### src/hw/rtl/lps_pkg.sv
// lps_pkg: shared constants, codes and types of the led pattern sequencer
// used by lps_channel and led_pattern_sequencer_unit, depends on nothing else
package lps_pkg;

    localparam int PROGRAM_DEPTH = 64;
    localparam int NUM_CHANNELS  = 2;

    localparam int MASK_W  = 2;
    localparam int ADDR_W  = 6;
    localparam int CODE_W  = 4;
    localparam int REQ_W   = 2;
    localparam int WAIT_W  = 10;
    localparam int CFG_AW  = 2;
    localparam int MEM_AW  = (PROGRAM_DEPTH > 1) ? $clog2(PROGRAM_DEPTH) : 1;
    localparam int IDX_W   = $clog2(PROGRAM_DEPTH + 1);

    localparam int IN_FIELDS_W  = 1 + ADDR_W + CODE_W;
    localparam int IN_DATA_W    = ((IN_FIELDS_W + 7) / 8) * 8;
    localparam int OUT_FIELDS_W = 2 * MASK_W;
    localparam int OUT_DATA_W   = ((OUT_FIELDS_W + 7) / 8) * 8;

    localparam logic [WAIT_W-1:0] WAIT_SHORT = WAIT_W'(10);
    localparam logic [WAIT_W-1:0] WAIT_100   = WAIT_W'(100);
    localparam logic [WAIT_W-1:0] WAIT_200   = WAIT_W'(200);
    localparam logic [WAIT_W-1:0] WAIT_500   = WAIT_W'(500);
    localparam logic [WAIT_W-1:0] WAIT_1000  = WAIT_W'(1000);

    typedef enum logic [REQ_W-1:0] {
        REQ_TICK  = 2'd0,
        REQ_WRITE = 2'd1,
        REQ_START = 2'd2,
        REQ_NONE  = 2'd3
    } t_req;

    typedef enum logic [CODE_W-1:0] {
        ACT_END     = 4'd0,
        ACT_ON      = 4'd1,
        ACT_OFF     = 4'd2,
        ACT_DLY100  = 4'd3,
        ACT_DLY200  = 4'd4,
        ACT_DLY500  = 4'd5,
        ACT_DLY1000 = 4'd6,
        ACT_REPEAT  = 4'd7
    } t_action;

    typedef enum logic [CFG_AW-1:0] {
        CFG_PRESENT  = 2'd0,
        CFG_MODE_OFF = 2'd1,
        CFG_INVERT   = 2'd2
    } t_cfg_reg;

    typedef struct packed {
        logic [IN_DATA_W-IN_FIELDS_W-1:0] pad;
        logic [CODE_W-1:0]                action_code;
        logic [ADDR_W-1:0]                prog_addr;
        logic                             led_sel;
    } t_in_data;

    typedef struct packed {
        logic [OUT_DATA_W-OUT_FIELDS_W-1:0] pad;
        logic [MASK_W-1:0]                  running_mask;
        logic [MASK_W-1:0]                  pin_levels;
    } t_out_data;

    typedef struct packed {
        logic              tick;
        logic              wr;
        logic              start;
        logic [ADDR_W-1:0] addr;
        logic [CODE_W-1:0] code;
    } t_chan_cmd;

    typedef struct packed {
        logic led_on;
        logic running;
    } t_chan_stat;

endpackage

### src/hw/rtl/lps_channel.sv
// lps_channel: one led channel, program memory, countdown and action decode
// depends on lps_pkg
module lps_channel (
    input  logic               i_clk,
    input  logic               i_rst_n,
    input  logic               i_fire,
    input  lps_pkg::t_chan_cmd i_cmd,
    input  logic               i_present,
    input  logic               i_mode_off,
    output lps_pkg::t_chan_stat o_next
);

    logic [lps_pkg::CODE_W-1:0] mem [lps_pkg::PROGRAM_DEPTH];

    logic [lps_pkg::IDX_W-1:0]  r_idx,  n_idx;
    logic [lps_pkg::WAIT_W-1:0] r_wait, n_wait;
    logic                       r_run,  n_run;
    logic                       r_led,  n_led;
    logic [lps_pkg::CODE_W-1:0] r_code;
    logic [lps_pkg::CODE_W-1:0] code_eff;

    logic                       wr_en;
    logic [lps_pkg::MEM_AW-1:0] wr_addr;
    logic [lps_pkg::MEM_AW-1:0] rd_addr;

    assign wr_en   = i_fire && i_cmd.wr && (int'(i_cmd.addr) < lps_pkg::PROGRAM_DEPTH);
    assign wr_addr = lps_pkg::MEM_AW'(i_cmd.addr);
    // read ahead at the index the next beat will see
    assign rd_addr = i_rst_n ? n_idx[lps_pkg::MEM_AW-1:0] : '0;

    always_ff @(posedge i_clk) begin
        if (wr_en) begin
            mem[wr_addr] <= i_cmd.code;
        end
    end

    always_ff @(posedge i_clk) begin
        if (wr_en && (wr_addr == rd_addr)) begin
            r_code <= i_cmd.code;
        end else begin
            r_code <= mem[rd_addr];
        end
    end

    assign code_eff = (r_idx < lps_pkg::IDX_W'(lps_pkg::PROGRAM_DEPTH))
                      ? r_code : lps_pkg::ACT_END;

    always_comb begin
        n_idx  = r_idx;
        n_wait = r_wait;
        n_run  = r_run;
        n_led  = r_led;
        if (i_fire) begin
            if (i_cmd.tick && r_run) begin
                if (r_wait > lps_pkg::WAIT_W'(1)) begin
                    n_wait = r_wait - lps_pkg::WAIT_W'(1);
                end else begin
                    n_wait = '0;
                    if (i_mode_off) begin
                        n_led = 1'b0;
                        n_run = 1'b0;
                    end else begin
                        case (code_eff)
                            lps_pkg::ACT_END: begin
                                n_idx = '0;
                                n_run = 1'b0;
                            end
                            lps_pkg::ACT_ON: begin
                                n_led  = 1'b1;
                                n_wait = lps_pkg::WAIT_SHORT;
                                n_idx  = r_idx + lps_pkg::IDX_W'(1);
                            end
                            lps_pkg::ACT_OFF: begin
                                n_led  = 1'b0;
                                n_wait = lps_pkg::WAIT_SHORT;
                                n_idx  = r_idx + lps_pkg::IDX_W'(1);
                            end
                            lps_pkg::ACT_DLY100: begin
                                n_wait = lps_pkg::WAIT_100;
                                n_idx  = r_idx + lps_pkg::IDX_W'(1);
                            end
                            lps_pkg::ACT_DLY200: begin
                                n_wait = lps_pkg::WAIT_200;
                                n_idx  = r_idx + lps_pkg::IDX_W'(1);
                            end
                            lps_pkg::ACT_DLY500: begin
                                n_wait = lps_pkg::WAIT_500;
                                n_idx  = r_idx + lps_pkg::IDX_W'(1);
                            end
                            lps_pkg::ACT_DLY1000: begin
                                n_wait = lps_pkg::WAIT_1000;
                                n_idx  = r_idx + lps_pkg::IDX_W'(1);
                            end
                            lps_pkg::ACT_REPEAT: begin
                                n_idx  = '0;
                                n_wait = lps_pkg::WAIT_SHORT;
                            end
                            default: begin
                                n_wait = lps_pkg::WAIT_SHORT;
                                n_idx  = r_idx + lps_pkg::IDX_W'(1);
                            end
                        endcase
                    end
                end
            end else if (i_cmd.start && i_present) begin
                if (i_mode_off) begin
                    n_led = 1'b0;
                end else begin
                    n_idx  = '0;
                    n_wait = lps_pkg::WAIT_SHORT;
                    n_run  = 1'b1;
                end
            end
        end
    end

    always_ff @(posedge i_clk) begin
        if (!i_rst_n) begin
            r_idx  <= '0;
            r_wait <= '0;
            r_run  <= 1'b0;
            r_led  <= 1'b0;
        end else begin
            r_idx  <= n_idx;
            r_wait <= n_wait;
            r_run  <= n_run;
            r_led  <= n_led;
        end
    end

    assign o_next.led_on  = n_led;
    assign o_next.running = n_run;

    a_run_has_wait: assert property (@(posedge i_clk) disable iff (!i_rst_n)
        r_run |-> (r_wait != '0))
        else $error("running channel with zero wait");

    a_idx_bound: assert property (@(posedge i_clk) disable iff (!i_rst_n)
        r_idx <= lps_pkg::IDX_W'(lps_pkg::PROGRAM_DEPTH))
        else $error("action index beyond program depth");

    a_start_loads: assert property (@(posedge i_clk) disable iff (!i_rst_n)
        (i_fire && !i_cmd.tick && i_cmd.start && i_present && !i_mode_off)
        |=> (r_run && (r_idx == '0) && (r_wait == lps_pkg::WAIT_SHORT)))
        else $error("start did not load channel");

endmodule

### src/hw/rtl/led_pattern_sequencer_unit.sv
// led_pattern_sequencer_unit: top level, beat input register, config registers,
// channel instances and result register; depends on lps_pkg and lps_channel
// an accepted beat waits in the input register until the result register is free
// throughput: one beat per cycle, unless m_axis_tready stalls the result register
// reset: synchronous, clears handshake state, channel state and config registers
// program memory is not cleared and holds unknown codes until written
module led_pattern_sequencer_unit (
    input  logic                          i_clk,
    input  logic                          i_rst_n,
    input  logic                          s_axis_tvalid,
    output logic                          s_axis_tready,
    input  logic [lps_pkg::IN_DATA_W-1:0] s_axis_tdata,  // led_sel, prog_addr, action_code
    input  logic [lps_pkg::REQ_W-1:0]     s_axis_tuser,  // req_type
    output logic                          m_axis_tvalid,
    input  logic                          m_axis_tready,
    output logic [lps_pkg::OUT_DATA_W-1:0] m_axis_tdata, // pin_levels, running_mask
    input  logic                          i_cfg_we,
    input  logic [lps_pkg::CFG_AW-1:0]    i_cfg_addr,
    input  logic [lps_pkg::MASK_W-1:0]    i_cfg_wdata
);

    logic                          r_in_valid;
    lps_pkg::t_in_data             r_in_data;
    logic [lps_pkg::REQ_W-1:0]     r_in_user;
    logic                          r_out_valid;
    lps_pkg::t_out_data            r_out_data, n_out_data;
    logic [lps_pkg::MASK_W-1:0]    r_present, r_mode_off, r_invert;

    logic                          proc_fire;
    logic                          in_fire;
    lps_pkg::t_chan_cmd            cmd [lps_pkg::NUM_CHANNELS];
    lps_pkg::t_chan_stat           stat [lps_pkg::NUM_CHANNELS];

    assign proc_fire     = r_in_valid && (!r_out_valid || m_axis_tready);
    assign s_axis_tready = !r_in_valid || proc_fire;
    assign in_fire       = s_axis_tvalid && s_axis_tready;

    always_ff @(posedge i_clk) begin
        if (!i_rst_n) begin
            r_in_valid <= 1'b0;
        end else if (in_fire) begin
            r_in_valid <= 1'b1;
        end else if (proc_fire) begin
            r_in_valid <= 1'b0;
        end
    end

    always_ff @(posedge i_clk) begin
        if (in_fire) begin
            r_in_data <= lps_pkg::t_in_data'(s_axis_tdata);
            r_in_user <= s_axis_tuser;
        end
    end

    always_ff @(posedge i_clk) begin
        if (!i_rst_n) begin
            r_present  <= '0;
            r_mode_off <= '0;
            r_invert   <= '0;
        end else if (i_cfg_we) begin
            case (i_cfg_addr)
                lps_pkg::CFG_PRESENT:  r_present  <= i_cfg_wdata;
                lps_pkg::CFG_MODE_OFF: r_mode_off <= i_cfg_wdata;
                lps_pkg::CFG_INVERT:   r_invert   <= i_cfg_wdata;
                default: ;
            endcase
        end
    end

    for (genvar g = 0; g < lps_pkg::NUM_CHANNELS; g++) begin : g_chan
        logic hit;
        logic present;
        logic mode_off;

        assign hit = (int'(r_in_data.led_sel) == g);
        if (g < lps_pkg::MASK_W) begin : g_mask
            assign present  = r_present[g];
            assign mode_off = r_mode_off[g];
        end else begin : g_nomask
            assign present  = 1'b0;
            assign mode_off = 1'b0;
        end

        assign cmd[g].tick  = (r_in_user == lps_pkg::REQ_TICK);
        assign cmd[g].wr    = (r_in_user == lps_pkg::REQ_WRITE) && hit;
        assign cmd[g].start = (r_in_user == lps_pkg::REQ_START) && hit;
        assign cmd[g].addr  = r_in_data.prog_addr;
        assign cmd[g].code  = r_in_data.action_code;

        lps_channel u_chan (
            .i_clk      (i_clk),
            .i_rst_n    (i_rst_n),
            .i_fire     (proc_fire),
            .i_cmd      (cmd[g]),
            .i_present  (present),
            .i_mode_off (mode_off),
            .o_next     (stat[g])
        );
    end

    for (genvar b = 0; b < lps_pkg::MASK_W; b++) begin : g_out
        if (b < lps_pkg::NUM_CHANNELS) begin : g_used
            assign n_out_data.pin_levels[b]   = stat[b].led_on ^ r_invert[b];
            assign n_out_data.running_mask[b] = stat[b].running;
        end else begin : g_unused
            assign n_out_data.pin_levels[b]   = 1'b0;
            assign n_out_data.running_mask[b] = 1'b0;
        end
    end
    assign n_out_data.pad = '0;

    always_ff @(posedge i_clk) begin
        if (!i_rst_n) begin
            r_out_valid <= 1'b0;
        end else if (proc_fire) begin
            r_out_valid <= 1'b1;
        end else if (m_axis_tready) begin
            r_out_valid <= 1'b0;
        end
    end

    always_ff @(posedge i_clk) begin
        if (proc_fire) begin
            r_out_data <= n_out_data;
        end
    end

    assign m_axis_tvalid = r_out_valid;
    assign m_axis_tdata  = r_out_data;

    a_fire_gives_result: assert property (@(posedge i_clk) disable iff (!i_rst_n)
        proc_fire |=> m_axis_tvalid)
        else $error("processed beat without result");

    a_accept_loads: assert property (@(posedge i_clk) disable iff (!i_rst_n)
        in_fire |=> r_in_valid)
        else $error("accepted beat not held in input register");

    a_no_overwrite: assert property (@(posedge i_clk) disable iff (!i_rst_n)
        (r_in_valid && !proc_fire) |-> !s_axis_tready)
        else $error("input register overwritten while stalled");

endmodule
### config.mk
export PLATFORM = sky130hd
export DESIGN_NAME = led_pattern_sequencer_unit
export DESIGN_NICKNAME = d
export VERILOG_FILES = /design/src/hw/rtl/lps_pkg.sv /design/src/hw/rtl/lps_channel.sv /design/src/hw/rtl/led_pattern_sequencer_unit.sv
export SDC_FILE = /design/constraint.sdc
export NUM_CORES = 1
export LEC_CHECK = 0
export ABC_AREA = 1
export BUFFER_PORTS_ARGS = -buffer_cell sky130_fd_sc_hd__buf_2
export CORE_ASPECT_RATIO = 1.5
export CORE_MARGIN = 3
export CORE_UTILIZATION = 30
export DETAILED_ROUTE_END_ITERATION = 7
export PLACE_DENSITY = 0.51
export SETUP_SLACK_MARGIN = 0.05
export SYNTH_ARGS = -nofsm -noshare
export SYNTH_HDL_FRONTEND = slang
export SYNTH_HIERARCHICAL = 1
export SYNTH_SLANG_ARGS = --single-unit
### constraint.sdc
create_clock -name i_clk -period 2.5 [get_ports i_clk]
set_clock_uncertainty 0.15 [all_clocks]
set_input_delay 0.375 -clock i_clk [delete_from_list [all_inputs] [get_ports i_clk]]
set_output_delay 0.375 -clock i_clk [all_outputs]
set_load 0.005 [all_outputs]
==> metrics <==
Max Cap Viol 0; Die H 359 µm; pre-CTS WS -266 ps; Final min period roughly 2700 ps; FP Rows 128; Finished Layout Cells approximately 3600; Vias ~18000; Cell Chain, Critical Path buf_12, buf_12, nand2_1, nand3_1, nand3_2, nand2_2, nand2_2, nand3_4, nand3_2, nand2_2, buf_4, nor2_4, a21o_1, nand2_1, nand2_1, nand2_1, nand2_2, xor2_1; IO Count 37; met1 Usage GRT 0.189; sequential area share after synthesis 0.675; number of CTS-inserted buffers 51; FMAX about 370 MHz; HP Class flip-flop to flip-flop; Leak Pwr 11.5 nW; final worst slack -176 ps; CTS Buffer Depth 3; crit end category flip-flop; Remaining Overflow, GRT 0; largest net degree at the start of global routing between 100 and 150; DR WL/cell just under 20 µm; routability cong. approximately 0.80; first-pass GRT wire length 105 mm; TNS Setup -2730 ps; area delta synth->final 26.2%; nature of the critical path startpoint flip-flop; initial antenna violation count 0; critical path data required time around 2700 ps; Max-slew headroom 0.439; Crit Path Class flip-flop to flip-flop; slowest cell delay on critical path roughly 470 ps; starting DRC count in detailed routing ~1200; Root Driver clkbuf_16; worst path arrival time 2870 ps; status finished with violations; placed cell count 3472; Slew Viols, Final 0; busiest grt layer met2; RSZ-0062 raised after global routing true; Hold Vio Cnt, Final 0; CTS sink count ~580; routed wire length between 70 and 80 mm; Worst Tran Pin Value approximately 830 ps; clk slew on worst S/H paths ~60 ps; Final setup viols 36; DRT antenna net count 0; Cells after Synth 2386; Buffers on Ports 27; Starting Density 0.305; warnings from Yosys 6; Overall Global Routing Usage 0.157; H-tree levels 2; ratio of cells with drive above 1 in the final layout 0.221; Vias per Instance 4.99; register bit total from synthesis around 580; core area around 82000 µm²; ant diodes 0; final core occ 0.385; VDD IR max around 480 µV; Avg Inst Size Synth ~10 µm²; Final HPWL DP a little over 40 mm; period utilization 1.07; met3 usage 0.0144; TritonCTS clock tree yes; Max stage delay cell, worst path dfxtp_4; GRT met2 Usage 0.285; failing checks negative setup slack; Cell Pwr Density between 600 and 700 nW/µm²; Die Wd between 200 and 250 µm; vias in the first global route ~18000; Netlist cell types 36; DRC errors left 0; Post-Syn Area approximately 25000 µm²; Die ar. 86500 µm²; nets approximately 2600; worst skew pair latency 600 ps; Pre-Repair DR Iteration Count 5; hold slack final ~330 ps; crit-path max FO 9
==> worst max-delay path, delay by kind of cell (launching register included) <==
| family | cells | cell delay [ps] |
|---|---|---|
| xor gates and xnor gates | 1 | 150 |
| AOI/OAI and AO/OA | 1 | 150 |
| and+or+nand+nor | 13 | 1060 |
| DFF | 1 | 470 |
| buffers and inverters | 3 | 440 |
==> per-layer routing <==
metal  vias up  part of all wire
met3       135             0.038
li1       8571                 -
met1      8995              0.41
met5         -                 0
met2       453              0.52
met4         0             0.039
==> worst paths after layout <==
check	start	endpoint	slack, ps	cells past startpoint
min reg2reg	r_present[0]	r_present[0]	330	2
min	r_present[0]	r_present[0]	330	2
max	g_chan[1].u_chan/r_idx[0]	m_axis_tdata[1]	-180	18
max reg2reg	g_chan[1].u_chan/r_idx[0]	m_axis_tdata[1]	-180	18
==> stage by stage <==
| stage | total power (W) | cell area, µm² |
|---|---|---|
| after floorplan | 0.0109 | 24900 |
| after global placement | 0.0111 | 27000 |
| after detailed placement | 0.0111 | 27000 |
| after CTS | 0.0196 | 30600 |
| after global routing | 0.0200 | 31400 |
| final | 0.0194 | 31400 |
==> logic make-up (layout without fill, tap and decap cells) <==
kind of cell    count (synthesis)  after routing  share of synthesized area
simple gates                 1479           1479                      0.253
flops                         575            575                      0.675
buf+inv                       208            415                     0.0398
compound gates                 93             93                     0.0200
xor+xnor                       24             24                    0.00845
fa+ha+maj                       6              6                    0.00302
other cells                     1              4                   0.000151
==> cell usage after synthesis <==
cell,number,area [µm²]
or3_1,2,12.5
dfxtp_1,46,921
xnor2_1,4,35.0
o211ai_1,4,30.0
and2_1,2,12.5
edfxtp_1,529,15900
buf_6,2,22.5
nor3_1,10,50.1
o21ai_1,4,20.0
nor2_2,4,25.0
buf_1,10,37.5
o21ai_0,14,70.1
nand4_1,20,125
nor4_1,2,12.5
nor2_4,2,22.5
nor2_1,186,698
inv_1,80,300
buf_2,48,240
nor3_2,2,20.0
nor4_2,2,25.0
xor2_1,20,175
a31oi_1,4,25.0
clkinv_1,6,22.5
o22ai_1,4,25.0
inv_2,8,30.0
or2_2,2,12.5
ha_1,6,75.1
nand3_2,2,20.0
a21o_1,2,15.0
a21oi_2,2,17.5
buf_4,36,270
a21oi_1,59,295
conb_1,1,3.75
nand2_1,762,2860
nand3_1,481,2410
clkbuf_1,18,67.6
==> report_power, final <==
group / total (W) / internal [W] / switching, W
logic: 0.000396 / 0.0000927 / 0.000303
clock network: 0.00844 / 0.00487 / 0.00357
registers: 0.0106 / 0.0105 / 0.0000389
==> cells in the final DEF (no fill, tap or decap), drive strengths merged, types with 22 or more instances in the layout <==
master | synthesis | final
dlygate4sd3 | 0 | 26
clkbuf | 18 | 73
dfxtp | 46 | 46
a21oi | 61 | 61
nand2 | 762 | 762
clkinv | 6 | 22
nor2 | 192 | 192
buf | 96 | 189
nand3 | 483 | 483
inv | 88 | 92
edfxtp | 529 | 529
==> what timing repair did <==
action | CTS | global route
cloned | 16 | 12
hold buffers | 26 | 0
pin swaps | 65 | 68
resized for setup | 234 | 140
endpoints found under the setup margin | 40 | 66
buffers inserted | 15 | 2
endpoints found under the hold margin | 24 | 0
==> state kept, by name, summed over array words and instances, names as in the netlist <==
signal                flops
g_chan.u_chan/r_idx      14
cmd                      10
g_chan.u_chan/r_led       2
m_axis_tvalid             1
g_chan.hit                1
r_mode_off                2
r_invert                  2
r_in_valid                1
g_chan.u_chan/r_run       2
m_axis_tdata              4
r_present                 2
r_in_user                 2
g_chan.u_chan/mem       512
g_chan.u_chan/r_wait     20
==> final cells by class <==
cell class / count / area [µm²]
clock buffers: 64 / 1390
clock inverters: 31 / 400
fillers: 7871 / 50300
inverters: 94 / 387
multi-input cells: 1606 / 8350
flip-flops and latches: 575 / 16800
well taps: 1040 / 1300
repair buffers: 224 / 2750
repair inverters: 2 / 20.0
(Power assumes the default switching activity.)
